===== config.mk =====
export PLATFORM = sky130hd
export DESIGN_NAME = pulse_width_meter_bcd_display_top
export DESIGN_NICKNAME = d
export VERILOG_FILES = /design/src/rtl/pwmbcd_pkg.sv /design/src/rtl/pulse_width_meter_bcd_display_top.sv
export SDC_FILE = /design/constraint.sdc
export NUM_CORES = 1
export LEC_CHECK = 0
export BUFFER_PORTS_ARGS = -buffer_cell sky130_fd_sc_hd__buf_4
export CORE_UTILIZATION = 40
export DETAILED_ROUTE_END_ITERATION = 7
export PLACE_DENSITY = 0.69
export SLEW_MARGIN = 15
export SYNTH_ARGS = -nofsm -noshare
export SYNTH_HDL_FRONTEND = slang
export SYNTH_SLANG_ARGS = --single-unit

===== constraint.sdc =====
create_clock -name clock -period 16.9 [get_ports clock]
set_input_delay 3.38 -clock clock [delete_from_list [all_inputs] [get_ports clock]]
set_output_delay 3.38 -clock clock [all_outputs]
set_load 0.05 [all_outputs]

===== src/rtl/pwmbcd_pkg.sv =====
package pwmbcd_pkg;

   localparam int unsigned NUM_DIGITS = 4;
   localparam int unsigned DIGIT_W    = $clog2(NUM_DIGITS);
   localparam int unsigned ENABLE_W   = 4;

   localparam int unsigned CSR_ADDR_W = 3;
   localparam int unsigned CSR_DATA_W = 32;
   localparam int unsigned TICK_W     = 16;

   // register indexes, taken from address bit 2
   localparam logic REG_ON_TICKS    = 1'b0;
   localparam logic REG_BLANK_TICKS = 1'b1;

   localparam logic [TICK_W-1:0] ON_TICKS_RESET    = 16'd5000;
   localparam logic [TICK_W-1:0] BLANK_TICKS_RESET = 16'd50;

   localparam logic [7:0]          ENABLE_PATTERN = 8'b1111_0111;
   localparam logic [ENABLE_W-1:0] ENABLE_ALL_OFF = 4'h F;

   typedef logic [3:0] bcd_type;
   typedef logic [6:0] seg_type;

   typedef struct packed {
      bcd_type hundreds;
      bcd_type tens;
      bcd_type units;
   } bcd_split_type;

   function automatic seg_type seg_decode(input bcd_type code);
      seg_type segs;
      case (code)
         4'd0:    segs = 7'h3f;
         4'd1:    segs = 7'h06;
         4'd2:    segs = 7'h5b;
         4'd3:    segs = 7'h4f;
         4'd4:    segs = 7'h66;
         4'd5:    segs = 7'h6d;
         4'd6:    segs = 7'h7d;
         4'd7:    segs = 7'h07;
         4'd8:    segs = 7'h7f;
         4'd9:    segs = 7'h6f;
         default: segs = 7'h00;
      endcase
      return segs;
   endfunction

   // active-low enable; only the first four digits have a line
   function automatic logic [ENABLE_W-1:0] digit_enable(input logic [DIGIT_W-1:0] d);
      logic [7:0] shifted;
      logic [ENABLE_W-1:0] en;
      shifted = ENABLE_PATTERN >> d;
      if (32'(d) < ENABLE_W) begin
         en = shifted[ENABLE_W-1:0];
      end else begin
         en = ENABLE_ALL_OFF;
      end
      return en;
   endfunction

   // 8-bit binary to three BCD digits; tens by reciprocal (205 / 2048)
   function automatic bcd_split_type bcd_split(input logic [7:0] v);
      bcd_split_type res;
      logic [7:0]  rem8;
      logic [6:0]  rem;
      logic [14:0] prod;
      logic [6:0]  tens_x10;
      logic [6:0]  units;
      if (v >= 8'd200) begin
         res.hundreds = 4'd2;
         rem8 = v - 8'd200;
      end else if (v >= 8'd100) begin
         res.hundreds = 4'd1;
         rem8 = v - 8'd100;
      end else begin
         res.hundreds = 4'd0;
         rem8 = v;
      end
      rem = rem8[6:0];
      prod = 15'(rem) * 15'd205;
      res.tens = prod[14:11];
      tens_x10 = 7'(res.tens) * 7'd10;
      units = rem - tens_x10;
      res.units = units[3:0];
      return res;
   endfunction

endpackage


===== src/rtl/pulse_width_meter_bcd_display_top.sv =====
// Each response beat is registered and appears in the cycle after its request beat is accepted.
// Throughput: one beat per cycle unless the response stalls; the tick update is one registered pass.
// A stalled response holds in the output register; req_ready is high when it is empty or rsp_ready is high.
// Reset (synchronous, active high) clears the meter, digits and scanner and
// loads on_ticks = 5000, blank_ticks = 50.
module pulse_width_meter_bcd_display_top (
   input  logic                                clock,
   input  logic                                reset,
   // tick input
   input  logic                                req_valid,
   output logic                                req_ready,
   input  logic                                req_pulse_level,
   // result output
   output logic                                rsp_valid,
   input  logic                                rsp_ready,
   output logic [7:0]                          rsp_measured_value,
   output logic [6:0]                          rsp_segments,
   output logic [pwmbcd_pkg::ENABLE_W-1:0]     rsp_digit_enable_n,
   // register port
   input  logic                                psel,
   input  logic                                penable,
   input  logic                                pwrite,
   input  logic [pwmbcd_pkg::CSR_ADDR_W-1:0]   paddr,
   input  logic [pwmbcd_pkg::CSR_DATA_W-1:0]   pwdata,
   output logic [pwmbcd_pkg::CSR_DATA_W-1:0]   prdata,
   output logic                                pready
);
   import pwmbcd_pkg::*;

   // ------------------------------------------------------------------
   // Configuration registers
   // ------------------------------------------------------------------
   logic [TICK_W-1:0] on_ticks_ff, blank_ticks_ff;
   logic              csr_write;

   assign pready    = 1'b1;
   assign csr_write = psel & penable & pwrite & pready;

   always_ff @(posedge clock) begin
      if (reset) begin
         on_ticks_ff    <= ON_TICKS_RESET;
         blank_ticks_ff <= BLANK_TICKS_RESET;
      end else if (csr_write) begin
         case (paddr[2])
            REG_ON_TICKS:    on_ticks_ff    <= pwdata[TICK_W-1:0];
            REG_BLANK_TICKS: blank_ticks_ff <= pwdata[TICK_W-1:0];
            default: ;
         endcase
      end
   end

   always_comb begin
      case (paddr[2])
         REG_ON_TICKS:    prdata = CSR_DATA_W'(on_ticks_ff);
         REG_BLANK_TICKS: prdata = CSR_DATA_W'(blank_ticks_ff);
         default:         prdata = '0;
      endcase
   end

   // ------------------------------------------------------------------
   // Handshake: advance state only on an accepted beat
   // ------------------------------------------------------------------
   logic req_accept;
   logic rsp_valid_ff;

   assign req_ready  = ~rsp_valid_ff | rsp_ready;
   assign req_accept = req_valid & req_ready;
   assign rsp_valid  = rsp_valid_ff;

   // ------------------------------------------------------------------
   // Pulse measurement
   // ------------------------------------------------------------------
   logic          previous_level_ff, previous_level_in;
   logic          measuring_ff, measuring_in;
   logic [7:0]    pulse_count_ff, pulse_count_in;
   logic [7:0]    latched_value_ff, latched_value_in;
   bcd_type       digit_store_ff [NUM_DIGITS];
   bcd_type       digit_store_in [NUM_DIGITS];
   logic [7:0]    count_inc;
   bcd_split_type split;

   assign count_inc = pulse_count_ff + 8'd1;
   assign split     = bcd_split(count_inc);

   always_comb begin
      measuring_in      = measuring_ff;
      pulse_count_in    = pulse_count_ff;
      latched_value_in  = latched_value_ff;
      digit_store_in    = digit_store_ff;
      previous_level_in = req_pulse_level;
      if (!measuring_ff) begin
         // start on a rising edge
         if (req_pulse_level && !previous_level_ff) begin
            measuring_in   = 1'b1;
            pulse_count_in = '0;
         end
      end else begin
         // a rising edge while counting just counts
         pulse_count_in = count_inc;
         if (!req_pulse_level && previous_level_ff) begin
            latched_value_in  = count_inc;
            digit_store_in[1] = split.hundreds;
            digit_store_in[2] = split.tens;
            digit_store_in[3] = split.units;
            pulse_count_in    = '0;
            measuring_in      = 1'b0;
         end
      end
   end

   // ------------------------------------------------------------------
   // Display scanner
   // ------------------------------------------------------------------
   logic [DIGIT_W-1:0] scan_digit_ff, scan_digit_in;
   logic               scan_blanking_ff, scan_blanking_in;
   logic [TICK_W-1:0]  phase_timer_ff, phase_timer_in;
   logic [TICK_W:0]    elapsed;
   logic [TICK_W-1:0]  on_limit;
   logic [DIGIT_W-1:0] digit_next;
   seg_type            segs;
   logic [ENABLE_W-1:0] enable_n;

   assign elapsed    = {1'b0, phase_timer_ff} + 17'd1;
   // a zero on time acts as one tick
   assign on_limit   = (on_ticks_ff == '0) ? TICK_W'(1) : on_ticks_ff;
   assign digit_next = (scan_digit_ff == DIGIT_W'(NUM_DIGITS - 1)) ?
                       '0 : scan_digit_ff + DIGIT_W'(1);

   // outputs show the phase at the start of the tick, digits after update
   always_comb begin
      if (scan_blanking_ff) begin
         segs     = '0;
         enable_n = ENABLE_ALL_OFF;
      end else begin
         segs     = seg_decode(digit_store_in[scan_digit_ff]);
         enable_n = digit_enable(scan_digit_ff);
      end
   end

   always_comb begin
      scan_digit_in    = scan_digit_ff;
      scan_blanking_in = scan_blanking_ff;
      phase_timer_in   = elapsed[TICK_W-1:0];
      if (!scan_blanking_ff) begin
         if (elapsed >= {1'b0, on_limit}) begin
            phase_timer_in = '0;
            if (blank_ticks_ff == '0) begin
               // no dark phase: light the next digit at once
               scan_digit_in = digit_next;
            end else begin
               scan_blanking_in = 1'b1;
            end
         end
      end else if (elapsed >= {1'b0, blank_ticks_ff}) begin
         scan_digit_in    = digit_next;
         scan_blanking_in = 1'b0;
         phase_timer_in   = '0;
      end
   end

   // ------------------------------------------------------------------
   // State and result registers
   // ------------------------------------------------------------------
   logic [7:0]          rsp_measured_value_ff;
   seg_type             rsp_segments_ff;
   logic [ENABLE_W-1:0] rsp_digit_enable_n_ff;

   always_ff @(posedge clock) begin
      if (reset) begin
         previous_level_ff <= 1'b0;
         measuring_ff      <= 1'b0;
         pulse_count_ff    <= '0;
         latched_value_ff  <= '0;
         for (int i = 0; i < NUM_DIGITS; i++) begin
            digit_store_ff[i] <= '0;
         end
         scan_digit_ff     <= '0;
         scan_blanking_ff  <= 1'b0;
         phase_timer_ff    <= '0;
      end else if (req_accept) begin
         previous_level_ff <= previous_level_in;
         measuring_ff      <= measuring_in;
         pulse_count_ff    <= pulse_count_in;
         latched_value_ff  <= latched_value_in;
         digit_store_ff    <= digit_store_in;
         scan_digit_ff     <= scan_digit_in;
         scan_blanking_ff  <= scan_blanking_in;
         phase_timer_ff    <= phase_timer_in;
      end
   end

   always_ff @(posedge clock) begin
      if (reset) begin
         rsp_valid_ff <= 1'b0;
      end else if (req_ready) begin
         rsp_valid_ff <= req_valid;
      end
   end

   always_ff @(posedge clock) begin
      if (req_accept) begin
         rsp_measured_value_ff <= latched_value_in;
         rsp_segments_ff       <= segs;
         rsp_digit_enable_n_ff <= enable_n;
      end
   end

   assign rsp_measured_value = rsp_measured_value_ff;
   assign rsp_segments       = rsp_segments_ff;
   assign rsp_digit_enable_n = rsp_digit_enable_n_ff;

   // ------------------------------------------------------------------
   // Assertions
   // ------------------------------------------------------------------
   a_one_digit_lit: assert property (@(posedge clock) disable iff (reset)
      rsp_valid |-> $countones(~rsp_digit_enable_n) <= 1)
      else $error("more than one digit enabled");

   a_dark_when_blank: assert property (@(posedge clock) disable iff (reset)
      (rsp_valid && rsp_digit_enable_n == ENABLE_ALL_OFF) |-> rsp_segments == '0
      || scan_digit_ff != '0 || NUM_DIGITS > ENABLE_W)
      else $error("segments driven with no digit enabled");

   a_bcd_range: assert property (@(posedge clock) disable iff (reset)
      digit_store_ff[0] == '0 && digit_store_ff[1] <= 4'd2
      && digit_store_ff[2] <= 4'd9 && digit_store_ff[3] <= 4'd9)
      else $error("digit store out of range");

   a_hold_on_stall: assert property (@(posedge clock) disable iff (reset)
      !req_accept |=> $stable(pulse_count_ff) && $stable(phase_timer_ff))
      else $error("state moved without an accepted beat");

   a_idle_count_zero: assert property (@(posedge clock) disable iff (reset)
      !measuring_ff |-> pulse_count_ff == '0)
      else $error("counter not cleared while idle");

endmodule

After elaboration in Yosys (flattened, before gate mapping)
Memories as Yosys holds them, arrays and structs flattened. A register that Yosys moved wholly into a read port is not among the register bits. Cells that the tools add are included.

ROM bits: 112. Output and inout port bits: 54. Bits in registers: 94. Memories kept: 1.

Equal/unequal tests: 2. $add $sub $neg: 6. Reductions and logical operators: 13. Multipliers: 2. Muxes and demuxes: 31. Bitwise operators: 7. Order comparisons: 5. Shift operators: 1.

Memories: (name not given) (words 16, width 7, read ports 1, clocked after memory_dff 1, write ports 0, line pwmbcd_pkg.sv:32) `case (code)`.

Operators by type and width (count): $mux 16 (4); $pmux 32 s2 (1); $mux 8 (5); $ge 17x16->1 (2); $logic_not 16->1 (2); $mux 12 (2); $add 16x1->17 const B (1); $mul 7x8->15 const B (1); $mux 7 (2); $sub 7x7->7 const B (2); $mux 2 (6); $add 8x1->8 const B (1); $bmux 4 s2 (1); $ge 8x7->1 const B (1); $ge 8x8->1 const B (1); $mux 1 (8); $mux 4 (2); $shr 8x2->4 const A (1); $reduce_and 2->1 (3); $reduce_bool 2->1 (3); $mul 4x3->3 const B (1); $reduce_and 4->1 (1); $sub 4x4->4 (1); $and 1x1->1 (3); 9 further kinds (12).

Logic depth before layout (Yosys ltp)
Gate-level depths: netlist (run 1).

Word-level depth: 12. Depth in mapped cells: 41. Depth with buffers taken out: 38.

Worst setup path before layout (run 1)
Ideal clock, no wire load.

Path type: input to output. From: in paddr[2] (netlist name). To: out prdata[13] (netlist name). Buffers on the path: 2. Data arrival time: 4.820 ns. Stages: 3. Setup slack: 8.700 ns. Path through: clkbuf_1 > clkbuf_1 > o21ai_0.

Longest elaborated chain between the ends: 2.

Ends and longest elaborated chain: start, declared (line pulse_width_meter_bcd_display_top.sv:23) `input logic [pwmbcd_pkg::CSR_ADDR_W-1:0] paddr,`; $not 1->1; $pmux 32 s2 * (line pulse_width_meter_bcd_display_top.sv:53) `case (paddr[2])`; end, declared (line pulse_width_meter_bcd_display_top.sv:25) `output logic [pwmbcd_pkg::CSR_DATA_W-1:0] prdata,`.

Every way passes the cells marked *; elsewhere a longest branch is shown, timed or not. The select of a mux whose other input is x is not followed.

Final worst setup path (run 1)
From: reg pulse_count_ff[0]. To: reg rsp_segments_ff[4] (netlist: rsp_segments[4]), data pin.

Longest elaborated chain between the ends: 12. Elaborated cells between the ends (all ways): 17.

Ends and longest elaborated chain: start, declared (line pulse_width_meter_bcd_display_top.sv:75) `logic [7:0] pulse_count_ff, pulse_count_in;`; start signal, assigned (line pulse_width_meter_bcd_display_top.sv:183) `pulse_count_ff <= pulse_count_in;`; $add 8x1->8 * (line pulse_width_meter_bcd_display_top.sv:82) `assign count_inc = pulse_count_ff + 8'd1;`; $sub 7x7->7 or $ge 8x7->1 (tied branches) (line pwmbcd_pkg.sv:74, pwmbcd_pkg.sv:72); $mux 7 (line pwmbcd_pkg.sv:72) `end else if (v >= 8'd100) begin`; $mux 7 (line pwmbcd_pkg.sv:69) `if (v >= 8'd200) begin`; $mul 7x8->15 (line pwmbcd_pkg.sv:80) `prod = 15'(rem) * 15'd205;`; $mul 4x3->3 (line pwmbcd_pkg.sv:82) `tens_x10 = 7'(res.tens) * 7'd10;`; $sub 4x4->4 (line pwmbcd_pkg.sv:83) `units = rem - tens_x10;`; $mux 12 * (line pulse_width_meter_bcd_display_top.sv:100) `if (!req_pulse_level && previous_level_ff) begin`; $mux 12 * (line pulse_width_meter_bcd_display_top.sv:91) `if (!measuring_ff) begin`; $bmux 4 s2 * (line pulse_width_meter_bcd_display_top.sv:135) `segs = seg_decode(digit_store_in[scan_digit_ff]);`; $mux 4 (implied by the code) * (2 in series) (line pulse_width_meter_bcd_display_top.sv:135); end, declared (line pulse_width_meter_bcd_display_top.sv:165) `seg_type rsp_segments_ff;`.

Marks and branches as above. A chain may end at the register's enable or synchronous reset.

==> results of run 1 <==
[worst min path at each step]
stage / start / to / slack, ps
2_1_floorplan: digit_store_ff[5]$_SDFFE_PP0P_ / digit_store_ff[5]$_SDFFE_PP0P_ / 430
3_3_place_gp: digit_store_ff[5]$_SDFFE_PP0P_ / digit_store_ff[5]$_SDFFE_PP0P_ / 440
3_5_place_dp: digit_store_ff[5]$_SDFFE_PP0P_ / digit_store_ff[5]$_SDFFE_PP0P_ / 440
4_1_cts: digit_store_ff[5]$_SDFFE_PP0P_ / digit_store_ff[5]$_SDFFE_PP0P_ / 450
5_1_grt: digit_store_ff[5]$_SDFFE_PP0P_ / digit_store_ff[5]$_SDFFE_PP0P_ / 490
6_report: digit_store_ff[5]$_SDFFE_PP0P_ / digit_store_ff[5]$_SDFFE_PP0P_ / 460
[kinds of logic after synthesis]
| logic type | synth area share [%] |
|---|---|
| AND/OR/NAND/NOR | 19.2 |
| AO/OA/AOI/OAI | 17.5 |
| buffers and inverters | 8.18 |
| flip-flops | 31.7 |
| adder cells (fa/ha/maj) | 16.7 |
| XOR/XNOR | 4.85 |
| multiplexers | 1.83 |
| other | 0.107 |
[worst max-delay path, delay by kind of cell, from the launching register on]
kind / cells / cell delay (ps)
AO/OA/AOI/OAI: 6 / 1640
buffers and inverters: 5 / 310
flip-flops: 1 / 630
AND/OR/NAND/NOR: 7 / 1140
multiplexers: 1 / 340
XOR/XNOR: 6 / 1500
adder cells (fa/ha/maj): 8 / 3170
[registers in the layout, indices dropped and copies added, names as in the netlist, 2 cells and up]
signal,count
blank_ticks_ff,16
on_ticks_ff,16
phase_timer_ff,16
digit_store_ff,12
latched_value_ff,8
pulse_count_ff,8
rsp_measured_value,8
rsp_segments,7
rsp_digit_enable_n,4
scan_digit_ff,2
[cell type report]
class | count | share of cell area, %
clock buffer | 10 | 2.94
clock inverter | 6 | 0.915
inverter | 68 | 3.27
multi-input combinational | 638 | 54.7
sequential | 101 | 28.4
tap | 220 | 3.53
timing repair buffer | 65 | 6.26
[synthesized netlist by cell type (all sizes together) (3+ instances only)]
cell,number,area (um2)
or3,7,48.8
nand2b,6,37.5
clkbuf,26,97.6
a211oi,12,95.1
nand4,15,109
a31o,4,35.0
nand3,18,90.1
nor2b,4,25.0
dfxtp,82,1640
a221oi,3,26.3
a21o,10,75.1
ha,79,988
a22o,4,35.0
nand2,139,522
o21a,12,90.1
fa,9,180
a21oi,60,300
nor3,10,50.1
o2111ai,3,26.3
inv,68,255
nor4,9,56.3
nor2,62,240
o211ai,11,82.6
or2,4,25.0
a31oi,6,37.5
xor2,20,183
nand3b,4,30.0
mux2i,9,90.1
xnor2,17,156
buf,31,219
edfxtp,19,571
mux2,3,37.5
o21ai,44,224
and3,13,81.3
[layer usage]
metal / track usage (%) / vias up / wire length, um
met5: 0 / - / 0
met2: 29.4 / 143 / 7370
met1: 26.0 / 2700 / 8020
li1: - / 2973 / -
met3: 2.00 / 15 / 655
met4: 6.24 / 0 / 221
[power by group]
part | internal, mW | switching (mW) | leakage, nW
clock | 0.116 | 0.0978 | 0.141
combinational | 0.0228 | 0.0521 | 2.40
sequential | 0.251 | 0.00545 | 0.836
total | 0.390 | 0.155 | 3.38
[metrics by stage]
step	instance area (um2)	worst slack [ps]	hold WS, ps
after CTS	7790	7960	455
after global routing	7800	7330	491
after detailed placement	7490	8020	445
final	7800	7930	457
after global placement	7490	8110	443
after floorplan	7050	8700	432
==> run metrics, run 1 <==
outcome complete, no violations; Synth Cell Area 6990 um2; most common cell after layout, fill and taps aside nand2_1; Total Power ~550 uW; crit start category register; DR vias between 5k and 6k; PD cells 70.0 nW/um2; DP Wirelength between 10 and 15 mm; total grt overflow 0; Layout Utilization a little under half; Worst Clk Skew between 6 and 7 ps; # fillers between 1.5k and 2k; async set or reset register ratio after synthesis 0%; synthesized flop and latch total 101; Yosys warning count 0; HP Class reg -> reg; CTS Sinks between 100 and 150; post-synthesis sequential area ratio approximately a third; Worst Path Max Fanout 13; first-pass GRT wire length 26.5 mm; CTS tree yes; R2R depth 33; crit end category register; Tmin final about 9000 ps; leakage dissipation about 3.4 nW; Slew @ Worst Pin about 830 ps; core area between 15000 and 20000 um2; r2r startpoint pulse_count_ff[0]$_SDFFE_PP0P_; area of the multi-input gates approximately 4300 um2; MaxCap Viol Count 0; final setup violation count 0; CP peak stage delay between 600 and 700 ps; Finished Layout Cells between 1k and 1.5k; layout cells sized above 1 11.1%; CTS Root Cell clkbuf_16; hold_buf cts 0; worst setup path start pulse_count_ff[0]$_SDFFE_PP0P_; Post-synth EDFFs 19; chip width approximately 130 um; Sequential Area 2210 um2; WP data arrival roughly 9000 ps; highest-count cells in the layout ignoring fill and taps 139 x nand2_1, 82 x dfxtp_1, 79 x ha_1; DR pass1 iterations 4; worst setup path endpoint rsp_segments[4]$_SDFFCE_PP0P_; Max Fclk approximately 110 MHz; Final Hold Viols 0; final wirelength about 16 mm; Crit path required time approximately 17000 ps; maximum vdd drop approximately 0.052 mV; Layout area overhead 11.6%; final worst path period share a little over half; Routability Congestion between 0.8 and 0.9; clk buf depth 2; final max-slew violation count 0; Worst-path clk slew approximately 70 ps; worst reg2reg path endpoint rsp_segments[4]$_SDFFCE_PP0P_; Placed Instances 1092; Post-CTS Setup Inserts 0; DRC violation count after routing 0; largest net degree at the start of global routing 58; PostCTS Resize Cnt 0; Slew HR 43.8%; Die Area ~18000 um2; register-to-register setup slack about 8000 ps; post-route ant nets 0; H-tree depth 3; # diodes 0; syn avg cell area 8.23 um2; Syn Inst Count ~850; initial core utilization approximately two fifths; Rows 47; vias in the first global route 5293; vias per cell about 5.3; Hold Path Depth 2; total CTS buffers 9; drt first-iter violations 465; RSZ-0062 raised after global routing false; drt wl/cell around 15 um; post-synth cell types 66; NumNets Final just over 1k; die outline height between 100 and 150 um; TNS Setup 0 ps; initial antenna violation count 0; critical path class reg -> reg; predominant post-synthesis flop cell dfxtp_1; buffers added on ports ~60; Critical Path Slowest Stage Cell dfxtp_1; Boundary Pins between 90 and 100; worst-skew pair later-pin latency approximately 350 ps; GRT Overall Usage 18.5%
No activity file was read; power rests on OpenSTA's default activity.
==> inputs of run 2 (changes only) <==
--- a/config.mk
+++ b/config.mk
@@ -8,7 +8,7 @@
 export BUFFER_PORTS_ARGS = -buffer_cell sky130_fd_sc_hd__buf_4
 export CORE_UTILIZATION = 40
 export DETAILED_ROUTE_END_ITERATION = 7
-export PLACE_DENSITY = 0.69
+export PLACE_DENSITY = 0.71
 export SLEW_MARGIN = 15
 export SYNTH_ARGS = -nofsm -noshare
 export SYNTH_HDL_FRONTEND = slang
==> constraint.sdc (replaced) <==
create_clock -name clock -period 8.2 [get_ports clock]
set_input_delay 1.64 -clock clock [delete_from_list [all_inputs] [get_ports clock]]
set_output_delay 1.64 -clock clock [all_outputs]
set_load 0.05 [all_outputs]
==> run metrics, run 2 (synthesized netlist as in run 1, its figures left out) <==
CTS Root Cell clkbuf_16; final wirelength 16.0 mm (-1.3%); outcome complete, no violations; Slew HR 25.9% (-18 points); MaxCap Viol Count 0 (unchanged); initial core utilization 41.6% (unchanged); DRC violation count after routing 0 (unchanged); NumNets Final 1024 (+0.99%); vias per cell 5.24 (-0.45%); Rows 47 (unchanged); grt met1 use 25.1% (-0.92 points); met3 Use GR 2.27% (+0.26 points); drt first-iter violations 428 (-8.0%); post-route ant nets 0 (unchanged); Cell Int Power 805 uW (+110%); sequential power share 46.9% (about the same); clock share of power 39.3% (about the same); leakage dissipation 3.44 nW (+1.8%); Critical Path Slowest Stage Cell fa_1; Hold Path Depth 2 (unchanged); die outline height 134 um (unchanged); Boundary Pins 97 (unchanged); buffers added on ports 61 (unchanged); PostCTS Resize Cnt 0 (unchanged); DR vias 5857 (+0.45%); total CTS buffers 9 (unchanged); Worst Path Max Fanout 8 (-5); Final Hold Viols 0 (unchanged); Tmin final 7680 ps (-1300 ps); met2 Usage GRT 28.9% (-0.52 points); final max-slew violation count 0 (unchanged); WP data arrival 7790 ps (-1290 ps); total grt overflow 0 (unchanged); drt wl/cell 14.4 um (-2.2%); chip width 134 um (unchanged); CTS tree yes; Slew @ Worst Pin 1100 ps (+272 ps); # diodes 0 (unchanged); H-tree depth 3 (unchanged); Crit path required time 8310 ps (-8700 ps); highest-count cells in the layout ignoring fill and taps 139 x nand2_1, 80 x dfxtp_1, 79 x ha_1; CTS Sinks 101 (unchanged); Die Area 18000 um2 (unchanged); Critical Path Stages 36 (+9.1%); NetSw 321 uW (+110%); largest net degree at the start of global routing 58 (unchanged); final instance area 7890 um2 (+1.2%); cell family with most CP delay adder cells; HP Class reg -> reg; clk buf depth 2 (unchanged); critical path class reg -> reg; Layout area overhead 12.9%; TNS Setup 0 ps (unchanged); worst-skew pair later-pin latency 360 ps (about the same); Post-CTS Setup Inserts 0 (unchanged); core area 16800 um2 (unchanged); DR pass1 iterations 5 (+1); Worst Clk Skew 8.79 ps (+1.92 ps); GRT Overall Usage 18.2% (-0.29 points); initial antenna violation count 0 (unchanged); crit start category register; Max Fclk 130 MHz (+17%); PD cells 143 nW/um2 (+100%); R2R depth 36 (+9.1%); hold_buf cts 0 (unchanged); most common cell after layout, fill and taps aside nand2_1; first-pass GRT wire length 26.1 mm (-1.6%); crit end category register; switch share 28.5% (+0.040 points); layout cells sized above 1 12.7% (+1.5 points); final setup violation count 0 (unchanged); Routability Congestion 0.843 (+0.18%); Buf+Inv Stages, Crit Path 6 (+1); Comb pwr share 13.8% (about the same); Post-DP Area 7570 um2 (+1.0%); largest registers blank_ticks_ff x16, on_ticks_ff x16, phase_timer_ff x16; Worst-path clk slew 70 ps (about the same); RSZ-0062 raised after global routing false; CP peak stage delay 500 ps (-130 ps); final worst path period share 93.6% (+41 points); WHS 455 ps (-2.20 ps); Placed Instances 1102 (+0.92%); DP Wirelength 12.2 mm (+0.55%); vias in the first global route 5255 (-0.72%); GRT busiest layer met2; Finished Layout Cells 1118 (+0.90%); maximum vdd drop 0.106 mV (+100%)
## run 2: path summary, 6_finish.rpt
path                                                startpoint                        endpoint  slack, ps
worst max-delay path            pulse_count_ff[0]$_SDFFE_PP0P_   rsp_segments[4]$_SDFFCE_PP0P_        520
worst min-delay path            digit_store_ff[5]$_SDFFE_PP0P_  digit_store_ff[5]$_SDFFE_PP0P_        450
worst max register to register  pulse_count_ff[0]$_SDFFE_PP0P_   rsp_segments[4]$_SDFFCE_PP0P_        520
worst min register to register  digit_store_ff[5]$_SDFFE_PP0P_  digit_store_ff[5]$_SDFFE_PP0P_        450
## run 2: metal layers
metal / vias to the layer above / wire [um]
met5: - / 0
met4: 0 / 318
met3: 26 / 549
met2: 100 / 7310
met1: 2740 / 7870
li1: 2991 / -
## run 2: area by class of cell
cell class	count	area, um2
fill	1656	8930
multi-input combinational	638	4280
sequential	101	2210
timing repair buffer	75	563
tap	220	275
inverter	68	255
clock buffer	10	229
clock inverter	6	71.3
## run 2: per-stage QoR
step           worst slack, ps  power, mW  utilization (%)
2_1_floorplan              641      0.654                -
3_3_place_gp               458      0.692             45.0
3_5_place_dp               415      0.693             45.0
4_1_cts                    366       1.13             46.8
5_1_grt                   40.1       1.17             46.9
6_report                   522       1.13             46.9
## run 2: worst min-delay path, stage by stage, from the launching register on
cell,delay (ps)
dfxtp_1,310
nand2_1,50
a21oi_1,50
## run 2: power groups by stage
stage | clock (mW) | sequential, mW | combinational, mW
global route | 0.468 | 0.529 | 0.170
CTS | 0.452 | 0.527 | 0.155
floorplan | 0 | 0.552 | 0.102
detailed placement | 0 | 0.539 | 0.154
global placement | 0 | 0.538 | 0.153
finish | 0.443 | 0.528 | 0.155
==> inputs of run 3 (changes only) <==
--- a/config.mk
+++ b/config.mk
@@ -5,7 +5,9 @@
 export SDC_FILE = /design/constraint.sdc
 export NUM_CORES = 1
 export LEC_CHECK = 0
+export ABC_AREA = 1
 export BUFFER_PORTS_ARGS = -buffer_cell sky130_fd_sc_hd__buf_4
+export CORE_MARGIN = 4
 export CORE_UTILIZATION = 40
 export DETAILED_ROUTE_END_ITERATION = 7
 export PLACE_DENSITY = 0.71
==> run metrics, run 3 <==
layout cells sized above 1 15.2% (+2.5 points); Routability Congestion 0.835 (-0.95%); post-route ant nets 0 (unchanged); final instance area 8020 um2 (+1.6%); Compound-Gate Fraction of Synth Area 15.5% (-2.0 points); Worst Clk Skew 10.6 ps (+1.76 ps); TNS Setup 0 ps (unchanged); Post-synth top cells 158 x nand2_1, 124 x inv_1, 98 x a21oi_1, 82 x dfxtp_1, 81 x o21ai_0; crit end category register; leading area contributor after synthesis dfxtp_1; Slew @ Worst Pin 1020 ps (-79.5 ps); area share of fa/ha/maj cells after synthesis 16.4% (-0.36 points); initial antenna violation count 0 (unchanged); # fillers 1764 (+6.5%); Die Area 20100 um2 (+11%); Post-Synth XOR/XNOR Area 1.84% (-3.0 points); predominant post-synthesis flop cell dfxtp_1; WP data arrival 7550 ps (-240 ps); synthesized flop and latch total 101 (unchanged); area share of and/or/nand/nor cells after synthesis 24.3% (+5.2 points); syn avg cell area 7.53 um2 (-8.6%); first-pass GRT wire length 27.4 mm (+4.8%); die outline height 142 um (+5.6%); Finished Layout Cells 1223 (+9.4%); CP peak stage delay 600 ps (+100 ps); outcome complete, no violations; Post-Place Setup Slack 740 ps (+325 ps); Synth area leaders dfxtp_1 23%, ha_1 14%, nand2_1 8.3%; count leader, synth nand2_1; Worst Path Max Fanout 9 (+1); HP Class reg -> reg; maximum vdd drop 0.110 mV (+3.1%); clk buf depth 2 (unchanged); total CTS buffers 9 (unchanged); NumNets Final 1124 (+9.8%); buffers added on ports 61 (unchanged); Post-CTS Setup Inserts 0 (unchanged); largest net degree at the start of global routing 44 (-24%); Critical Path Slowest Stage Cell dfxtp_1; total grt overflow 0 (unchanged); Slew HR 31.6% (+5.7 points); Final Hold Viols 0 (unchanged); worst-skew pair later-pin latency 350 ps (about the same); Layout area overhead 12.2%; chip width 142 um (+5.6%); DR pass1 iterations 5 (unchanged); PostCTS Resize Cnt 0 (unchanged); post-synth cell types 49 (-26%); drt first-iter violations 317 (-26%); DRC violation count after routing 0 (unchanged); # diodes 0 (unchanged); vias in the first global route 5999 (+14%); CTS Root Cell clkbuf_16; MaxCap Viol Count 0 (unchanged); RSZ-0062 raised after global routing false; initial core utilization 41.0% (-0.54 points); Post-synth EDFFs 19 (unchanged); drt wl/cell 13.1 um (-9.1%); DP Wirelength 12.1 mm (-0.51%); crit path setup slack, layout 757 ps (+235 ps); most frequent CP cell inv_1; final max-slew violation count 0 (unchanged); main combinational cell family by area after synthesis simple AND/OR/NAND/NOR gates; H-tree depth 3 (unchanged); post-synthesis sequential area ratio 31.0% (-0.69 points); critical path class reg -> reg; Worst-path clk slew 70 ps (about the same); final wirelength 16.0 mm (-0.51%); Synth top area share 23.0% (-0.51 points); GRT Overall Usage 16.5% (-1.8 points); DR vias 6134 (+4.7%); crit start category register; final worst path period share 90.8% (-2.9 points); Synth Cell Area 7140 um2 (+2.2%); post-synthesis mux area share 0.140% (-1.7 points); Boundary Pins 97 (unchanged); highest-count cells in the layout ignoring fill and taps 158 x nand2_1, 124 x inv_1, 98 x a21oi_1; Syn Inst Count 949 (+12%); Rows 48 (+2.1%); async set or reset register ratio after synthesis 0% (unchanged); Yosys warning count 0 (unchanged); Post-DP Area 7710 um2 (+1.9%); vias per cell 5.02 (-4.3%); Max Fclk 134 MHz (+3.2%); final setup violation count 0 (unchanged); CTS Sinks 101 (unchanged); core area 17400 um2 (+3.6%); hold_buf cts 0 (unchanged); Tmin final 7440 ps (-235 ps); PD cells 143 nW/um2 (+0.19%); leakage dissipation 3.73 nW (+8.3%); Placed Instances 1207 (+9.5%); most common cell after layout, fill and taps aside nand2_1; Crit path required time 8310 ps (about the same); largest registers blank_ticks_ff x16, on_ticks_ff x16, phase_timer_ff x16; CTS tree yes
## run 3: cell types whose count changed after synthesis, sizes merged, moves of 12 or more
cell	change
inv	+64
nand2	+49
nand3	+48
a21oi	+39
o21ai	+38
xnor2	-15
and3	-12
## run 3: per-layer routing
layer | GRT usage [%] | share of wire (%) | vias to the layer above
met1 | 21.2 | 48 | 2800
met3 | 2.80 | 3.7 | 20
met5 | 0 | 0 | -
met4 | 5.40 | 1.8 | 0
li1 | - | - | 3224
met2 | 28.0 | 47 | 90
## run 3: final timing paths
kind / cells after the start / end / from / slack, ps
worst max-delay path: 40 / rsp_segments[4]$_SDFFCE_PP0P_ / pulse_count_ff[0]$_SDFFE_PP0P_ / 760
worst min-delay path: 2 / digit_store_ff[10]$_SDFFE_PP0P_ / digit_store_ff[10]$_SDFFE_PP0P_ / 450
worst min register to register: 2 / digit_store_ff[10]$_SDFFE_PP0P_ / digit_store_ff[10]$_SDFFE_PP0P_ / 450
worst max register to register: 40 / rsp_segments[4]$_SDFFCE_PP0P_ / pulse_count_ff[0]$_SDFFE_PP0P_ / 760
## run 3: layout make-up
cell class              count  area [um2]  area share [%]
clock buffers              10         229            2.86
clock inverters             6        71.3           0.889
inverters                 135         507            6.32
multi-input cells         680        4220            52.7
flip-flops and latches    101        2210            27.6
well taps                 225         282            3.51
repair buffers             66         495            6.18
## run 3: through the flow
stage	util, %	hold WS [ps]	total power, mW
final	46.0	449	1.15
after global routing	46.0	460	1.20
after detailed placement	44.3	437	0.720
after CTS	46.0	448	1.16
after global placement	44.3	436	0.718
after floorplan	-	425	0.679
## run 3: power by group
group | total, mW | internal, mW | leakage, nW | switching, mW
Clock | 0.438 | 0.240 | 0.147 | 0.197
Combinational | 0.177 | 0.0513 | 2.74 | 0.126
Sequential | 0.532 | 0.522 | 0.839 | 0.00992
## run 3: critical path: cells and delay by family (launching register included)
kind                       cells  cell delay [ps]
AOI/OAI and AO/OA              4              740
and+or+nand+nor               19             1880
buffers and inverters          8              710
xor gates and xnor gates       1              270
adders and majority gates      8             2970
DFF                            1              600
## run 3: cell families after synthesis
family / after synthesis
DFF: 101
and+or+nand+nor: 353
buffers and inverters: 183
xor gates and xnor gates: 15
other: 2
AOI/OAI and AO/OA: 206
muxes: 1
adders and majority gates: 88
